**config.mk**
```make
export PLATFORM = sky130hd
export DESIGN_NAME = byte_stuffing_deframer
export DESIGN_NICKNAME = d
export VERILOG_FILES = /design/src/rtl/core/bsd_pkg.sv /design/src/rtl/core/bsd_decode.sv /design/src/rtl/core/bsd_out_buf.sv /design/src/rtl/core/byte_stuffing_deframer.sv
export SDC_FILE = /design/constraint.sdc
export NUM_CORES = 1
export LEC_CHECK = 0
export BUFFER_PORTS_ARGS = -buffer_cell sky130_fd_sc_hd__buf_2
export CAP_MARGIN = 0
export CORE_ASPECT_RATIO = 1.1
export CORE_MARGIN = 4
export CORE_UTILIZATION = 55
export CTS_CLUSTER_DIAMETER = 40
export DETAILED_ROUTE_END_ITERATION = 16
export GPL_ROUTABILITY_DRIVEN = 0
export PLACE_DENSITY = 0.83
export SLEW_MARGIN = 20
export SYNTH_ARGS = -nofsm -noshare
export SYNTH_HDL_FRONTEND = slang
export SYNTH_HIERARCHICAL = 1
export SYNTH_SLANG_ARGS = --single-unit
export TNS_END_PERCENT = 5
```
**constraint.sdc**
```tcl
create_clock -name clk -period 3.75 [get_ports clk]
set_input_delay 0.75 -clock clk [delete_from_list [all_inputs] [get_ports clk]]
set_output_delay 0.75 -clock clk [all_outputs]
set_load 0.02 [all_outputs]
```
**src/rtl/core/bsd_pkg.sv**
```systemverilog
`default_nettype none

package bsd_pkg;

  // Longest frame, in decoded bytes, that is passed on.
  localparam int unsigned MAX_FRAME = 1024;

  // Width of the frame length field on the result port.
  localparam int unsigned LEN_W = 11;

  // Width of the internal byte counter, wide enough to hold MAX_FRAME itself.
  localparam int unsigned CNT_W = $clog2(MAX_FRAME + 1);

  // Framing symbols.
  localparam logic [7:0] SYM_START = 8'h00;
  localparam logic [7:0] SYM_END   = 8'h01;
  localparam logic [7:0] SYM_ESC   = 8'h02;

  // Escape codes and the bytes they stand for.
  localparam logic [7:0] ESC_CODE_START = 8'h30;
  localparam logic [7:0] ESC_CODE_END   = 8'h31;
  localparam logic [7:0] ESC_CODE_ESC   = 8'h32;
  localparam logic [7:0] ESC_CODE_FOUR  = 8'h34;
  localparam logic [7:0] ESC_BYTE_FOUR  = 8'h04;

  // One result item as it travels from the decoder to the output register.
  typedef struct packed {
    logic [7:0]       data;
    logic             frame_end;
    logic [LEN_W-1:0] len;
    logic             bad_escape;
    logic             overflowed;
  } res_t;

endpackage

`default_nettype wire

```
**src/rtl/core/bsd_decode.sv**
```systemverilog
`default_nettype none

module bsd_decode
  import bsd_pkg::*;
(
  input  wire logic       clk,
  input  wire logic       rst,
  input  wire logic       consume,
  input  wire logic [7:0] byte_in,
  output logic            res_valid,
  output res_t            res
);

  logic             in_frame;
  logic             escape_pending;
  logic [CNT_W-1:0] byte_count;
  logic             bad_seen;
  logic             over_seen;

  logic             in_frame_next;
  logic             escape_pending_next;
  logic [CNT_W-1:0] byte_count_next;
  logic             bad_seen_next;
  logic             over_seen_next;

  logic             take_data;
  logic [7:0]       data_byte;

  // Frame decoding: one received byte updates the frame state and may
  // produce one data or end result.
  always_comb begin
    in_frame_next       = in_frame;
    escape_pending_next = escape_pending;
    byte_count_next     = byte_count;
    bad_seen_next       = bad_seen;
    over_seen_next      = over_seen;
    take_data           = 1'b0;
    data_byte           = byte_in;
    res_valid           = 1'b0;
    res.data            = 8'h00;
    res.frame_end       = 1'b0;

    if (byte_in == SYM_START) begin
      // A start symbol always opens a fresh frame.
      in_frame_next       = 1'b1;
      escape_pending_next = 1'b0;
      byte_count_next     = '0;
      bad_seen_next       = 1'b0;
      over_seen_next      = 1'b0;
    end else if (in_frame) begin
      if (byte_in == SYM_END) begin
        // A dangling escape before the end symbol counts as a bad escape.
        if (escape_pending) begin
          bad_seen_next = 1'b1;
        end
        res_valid           = 1'b1;
        res.frame_end       = 1'b1;
        in_frame_next       = 1'b0;
        escape_pending_next = 1'b0;
      end else if (escape_pending) begin
        escape_pending_next = 1'b0;
        case (byte_in)
          ESC_CODE_START: begin
            take_data = 1'b1;
            data_byte = SYM_START;
          end
          ESC_CODE_END: begin
            take_data = 1'b1;
            data_byte = SYM_END;
          end
          ESC_CODE_ESC: begin
            take_data = 1'b1;
            data_byte = SYM_ESC;
          end
          ESC_CODE_FOUR: begin
            take_data = 1'b1;
            data_byte = ESC_BYTE_FOUR;
          end
          default: begin
            bad_seen_next = 1'b1;
          end
        endcase
      end else if (byte_in == SYM_ESC) begin
        escape_pending_next = 1'b1;
      end else begin
        take_data = 1'b1;
      end

      // Decoded bytes beyond the frame limit are dropped and flagged.
      if (take_data) begin
        if (byte_count >= CNT_W'(MAX_FRAME)) begin
          over_seen_next = 1'b1;
        end else begin
          byte_count_next = byte_count + 1'b1;
          res_valid       = 1'b1;
          res.data        = data_byte;
        end
      end
    end

    res.len        = LEN_W'(byte_count_next);
    res.bad_escape = bad_seen_next;
    res.overflowed = over_seen_next;
  end

  // Frame state, updated only when a byte is taken from the input register.
  always_ff @(posedge clk) begin
    if (rst) begin
      in_frame       <= 1'b0;
      escape_pending <= 1'b0;
      byte_count     <= '0;
      bad_seen       <= 1'b0;
      over_seen      <= 1'b0;
    end else if (consume) begin
      in_frame       <= in_frame_next;
      escape_pending <= escape_pending_next;
      byte_count     <= byte_count_next;
      bad_seen       <= bad_seen_next;
      over_seen      <= over_seen_next;
    end
  end

endmodule

`default_nettype wire

```
**src/rtl/core/bsd_out_buf.sv**
```systemverilog
`default_nettype none

module bsd_out_buf
  import bsd_pkg::*;
(
  input  wire logic clk,
  input  wire logic rst,
  input  wire logic load,
  input  wire logic res_valid,
  input  wire res_t res,
  input  wire logic stall,
  output logic      ready,
  output logic      valid,
  output res_t      data
);

  // The register can take a new result when it is empty or being drained.
  assign ready = !valid || !stall;

  // Valid flag of the result register.
  always_ff @(posedge clk) begin
    if (rst) begin
      valid <= 1'b0;
    end else if (ready) begin
      valid <= load && res_valid;
    end
  end

  // Result payload; it holds while the downstream side stalls.
  always_ff @(posedge clk) begin
    if (ready && load && res_valid) begin
      data <= res;
    end
  end

endmodule

`default_nettype wire

```
**src/rtl/core/byte_stuffing_deframer.sv**
```systemverilog
`default_nettype none

// Path: input register, then the combinational decoder, then the output register.
// Throughput: one byte per cycle unless the output stalls, set by the single
// decode stage between the input register and the output register.
// Reset: rst is synchronous and active high; it closes any open frame, clears the
// length and flags, and empties both registers.
module byte_stuffing_deframer
  import bsd_pkg::*;
(
  input  wire logic             clk,
  input  wire logic             rst,
  input  wire logic             in_valid,
  output logic                  in_stall,
  input  wire logic [7:0]       in_byte,
  output logic                  out_valid,
  input  wire logic             out_stall,
  output logic [7:0]            out_byte,
  output logic                  frame_end,
  output logic [LEN_W-1:0]      frame_len,
  output logic                  bad_escape,
  output logic                  overflowed
);

  logic       r_valid;
  logic [7:0] r_byte;
  logic       advance;
  logic       consume;
  logic       res_valid;
  res_t       res;
  res_t       out_res;

  // The held byte moves on whenever the output register can take a result.
  assign consume  = r_valid && advance;
  assign in_stall = r_valid && !advance;

  // Input register.
  always_ff @(posedge clk) begin
    if (rst) begin
      r_valid <= 1'b0;
    end else if (!in_stall) begin
      r_valid <= in_valid;
    end
  end

  always_ff @(posedge clk) begin
    if (!in_stall) begin
      r_byte <= in_byte;
    end
  end

  bsd_decode u_decode (
    .clk       (clk),
    .rst       (rst),
    .consume   (consume),
    .byte_in   (r_byte),
    .res_valid (res_valid),
    .res       (res)
  );

  bsd_out_buf u_out_buf (
    .clk       (clk),
    .rst       (rst),
    .load      (r_valid),
    .res_valid (res_valid),
    .res       (res),
    .stall     (out_stall),
    .ready     (advance),
    .valid     (out_valid),
    .data      (out_res)
  );

  assign out_byte   = out_res.data;
  assign frame_end  = out_res.frame_end;
  assign frame_len  = out_res.len;
  assign bad_escape = out_res.bad_escape;
  assign overflowed = out_res.overflowed;

  // An end result never carries a payload byte.
  a_end_no_data: assert property (@(posedge clk) disable iff (rst)
    (out_valid && frame_end) |-> (out_byte == 8'h00))
    else $error("end result carries a non-zero byte");

  // A data result always counts at least itself and never passes the limit.
  a_data_len: assert property (@(posedge clk) disable iff (rst)
    (out_valid && !frame_end) |->
      ((frame_len != '0) && (frame_len <= LEN_W'(MAX_FRAME))))
    else $error("data result length out of range");

  // The input side stalls only while a byte waits in the input register.
  a_stall_held: assert property (@(posedge clk) disable iff (rst)
    in_stall |-> (r_valid && out_valid && out_stall))
    else $error("input stalled without a held byte");

  // A result that was stalled stays in place.
  a_out_hold: assert property (@(posedge clk) disable iff (rst)
    (out_valid && out_stall) |=> (out_valid && $stable(out_res)))
    else $error("stalled result changed");

endmodule

`default_nettype wire

```
==> flow_summary.ini <==
[status]
status = completed

[die]
fp.dieH_um = 74.2
start_util_pct = 58.6
dieArea_um2 = 5060
rows = 23
coreArea_um2 = 3740
io_pins = 36
die_w_um = 68.2

[critical_path]
rr_worst_depth = 7
crit_chain = nor2b_1 > o211ai_2 > nand3_1 > a21oi_1 > nand2_1 > a21oi_2 > buf_4
path_buf_inv = 1
cp.arrival_ps = 2790
cp_top_family = compound AO/OA/AOI/OAI gates
worstSetupPathType = reg -> reg
reg2reg_to = u_out_buf/data[9]
worst-r2r-setup-slack_ps = 960
cp_max_fo = 17
crit_path_start_kind = register
critPathCaptureType = register
worst_ep_required_time_ps = 3750
cpMaxStageDelayCell = o211ai_2
critPathMaxStageDelay_ps = 540
r2r-start = r_byte[0]

[synthesis]
synth-seq-cells = 47
synth_top_area_share_pct = 41.1
netlist_top_cells_count = edfxtp_1, nor2_1, dfxtp_1
yosysUniqueCellTypes = 42
yosys.area.top_type = edfxtp_1
syn-cell-area_um2 = 2190
yosysSeqAreaShare_pct = 56.6
syn_nets = 222
synth_top_flop_cell = edfxtp_1
synth.area.top_cells = edfxtp_1, dfxtp_1, nor2_1
synth-async-reset-ratio_pct = 0
synth.most_common_cell = edfxtp_1
synth_cells = 208
yosysWarnings = 6
syn-mean-instance-area_um2 = 10.5
synth_edf_count = 30

[sta]
min_period_ps = 2790
setup_viol = 0
fin_skew_ps = 3.96
max_slew_margin_pct = 55.2
min_period_over_period_pct = 74.3
finalHoldViolCount = 0
tightest_slew_ps = 669
fmax_ghz = 0.359
rsz0062_at_grt = no
slew_viol_final = 0
final.setup.tns_ps = 0

[cts]
post-cts-setup-buffers = 0
clockBufferDepth = 2
insertion_delay_ps = 290
h-tree-depth = 2
clock-root-buffer = clkbuf_8
cts-buffers-inserted = 5
clkTransAtPathRegs_ps = 80
cts.sinks = 47
cts_tree = built
ctsHoldBuffers = 0
post_cts_resized = 0

[power]
power_leakage_nw = 0.849
pwr_density_cell_nw_per_um2 = 349
vdd_ir_drop_max_uv = 326

[global_route]
grt_pass1_vias = 1511
grt_pass1_wl_um = 6780
grt-ovfl-total = 0
grt_max_degree = 23
grt_usage_pct = 17.6
grt_antenna_before_repair = 0

[worst_hold_path]
whs_path_depth = 2
worstHoldStart = u_decode/bad_seen
min_to = u_decode/bad_seen
hp-class = reg -> reg

[finish]
diodes = 0
fin_nets = 257
drive_gt1_share_pct = 24.6
final_cell_count_no_fill = 294
fillers = 303
area_growth_pct = 13.6

[route]
wl_per_cell_um = 13.1
vias = 1597
wl_um = 3840
drtIter0Drc = 72
drcViolationCount = 0
vias_per_cell = 5.43
drtAntennaViolNets = 0
dr.pass1.iters = 4

[placement]
hpwl_um = 2720
portBuffers = 35
placedCellCount = 286

[job]
maxCapViolCount = 0
state kept, by name, indices dropped and copies added (netlist names):
register	count
r_byte	8
u_decode/escape_pending	1
u_decode/bad_seen	1
u_out_buf/data	22
u_decode/byte_count	11
u_decode/in_frame	1
r_valid	1
u_decode/over_seen	1
u_out_buf/valid	1
where the power goes:
group	leakage [nW]	switching [mW]	total [mW]	internal (mW)
Combinational	0.422	0.0153	0.0244	0.00915
Clock	0.0412	0.158	0.289	0.130
Sequential	0.385	0.00561	0.556	0.550
area by class of cell:
type	count	area, um2	area share (%)
tap	50	62.6	2.51
timing repair buffer	38	198	7.94
sequential	47	1240	49.8
inverter	6	22.5	0.905
clock buffer	6	72.6	2.91
clock inverter	2	12.5	0.503
multi-input combinational	145	881	35.4
cell families (layout without fill, tap and decap cells):
group,after synthesis,count (layout),synth area share [%]
buffers and inverters,16,52,3.60
DFF,47,47,56.6
adders and majority gates,3,3,1.66
and+or+nand+nor,98,98,24.3
xor gates and xnor gates,9,9,3.60
AOI/OAI and AO/OA,35,35,10.3
worst reg2reg max path, stage by stage, from the launching register on:
cell and delay (ps):
edfxtp_1 510, nor2b_1 190, o211ai_2 540, nand3_1 220, a21oi_1 170, nand2_1 110
a21oi_2 440, buf_4 320
metal layers:
metal / global-route usage (%) / part of all wire [%]
met5: 0 / 0
met4: 5.74 / 1.3
met3: 4.08 / 7.7
met2: 27.0 / 46
met1: 24.8 / 45
cells in the final DEF (no fill, tap or decap), types with 2 or more instances in the layout:
master / count
nor3b_1: 3
dfxtp_1: 17
and2_2: 2
xor2_1: 7
edfxtp_1: 30
or4_1: 4
nand2_1: 13
ha_1: 2
nand3_1: 15
a21oi_2: 3
xnor2_1: 2
nand4_1: 6
o21ai_0: 7
and2_1: 7
nand4b_1: 2
or3_1: 6
nor2_1: 25
buf_2: 35
a31oi_1: 6
buf_4: 3
clkbuf_8: 5
nor2b_1: 2
inv_1: 6
a21oi_1: 14
nor3_1: 3
through the flow:
stage | power (mW) | instance area (um2) | hold slack, ps | setup WS [ps] | utilization, %
floorplan | 0.580 | 2190 | 437 | 670 | -
global placement | 0.591 | 2400 | 454 | 1050 | 64.3
detailed placement | 0.592 | 2400 | 469 | 976 | 64.3
CTS | 0.875 | 2490 | 490 | 960 | 66.6
global route | 0.906 | 2490 | 519 | 671 | 66.6
finish | 0.869 | 2490 | 490 | 964 | 66.6
worst max path at each step:
| stage | from | to | slack, ps | cells after the start |
|---|---|---|---|---|
| final | r_byte[0] | u_out_buf/data[9] | 960 | 7 |
| after global placement | r_byte[3] | u_out_buf/data[5] | 1050 | 8 |
| after CTS | r_byte[3] | u_out_buf/data[7] | 960 | 8 |
| after floorplan | r_byte[3] | u_out_buf/data[0] | 670 | 6 |
| after global routing | r_byte[0] | u_out_buf/data[10] | 670 | 7 |
| after detailed placement | r_byte[3] | u_out_buf/data[6] | 980 | 8 |
(Power assumes the default switching activity.)
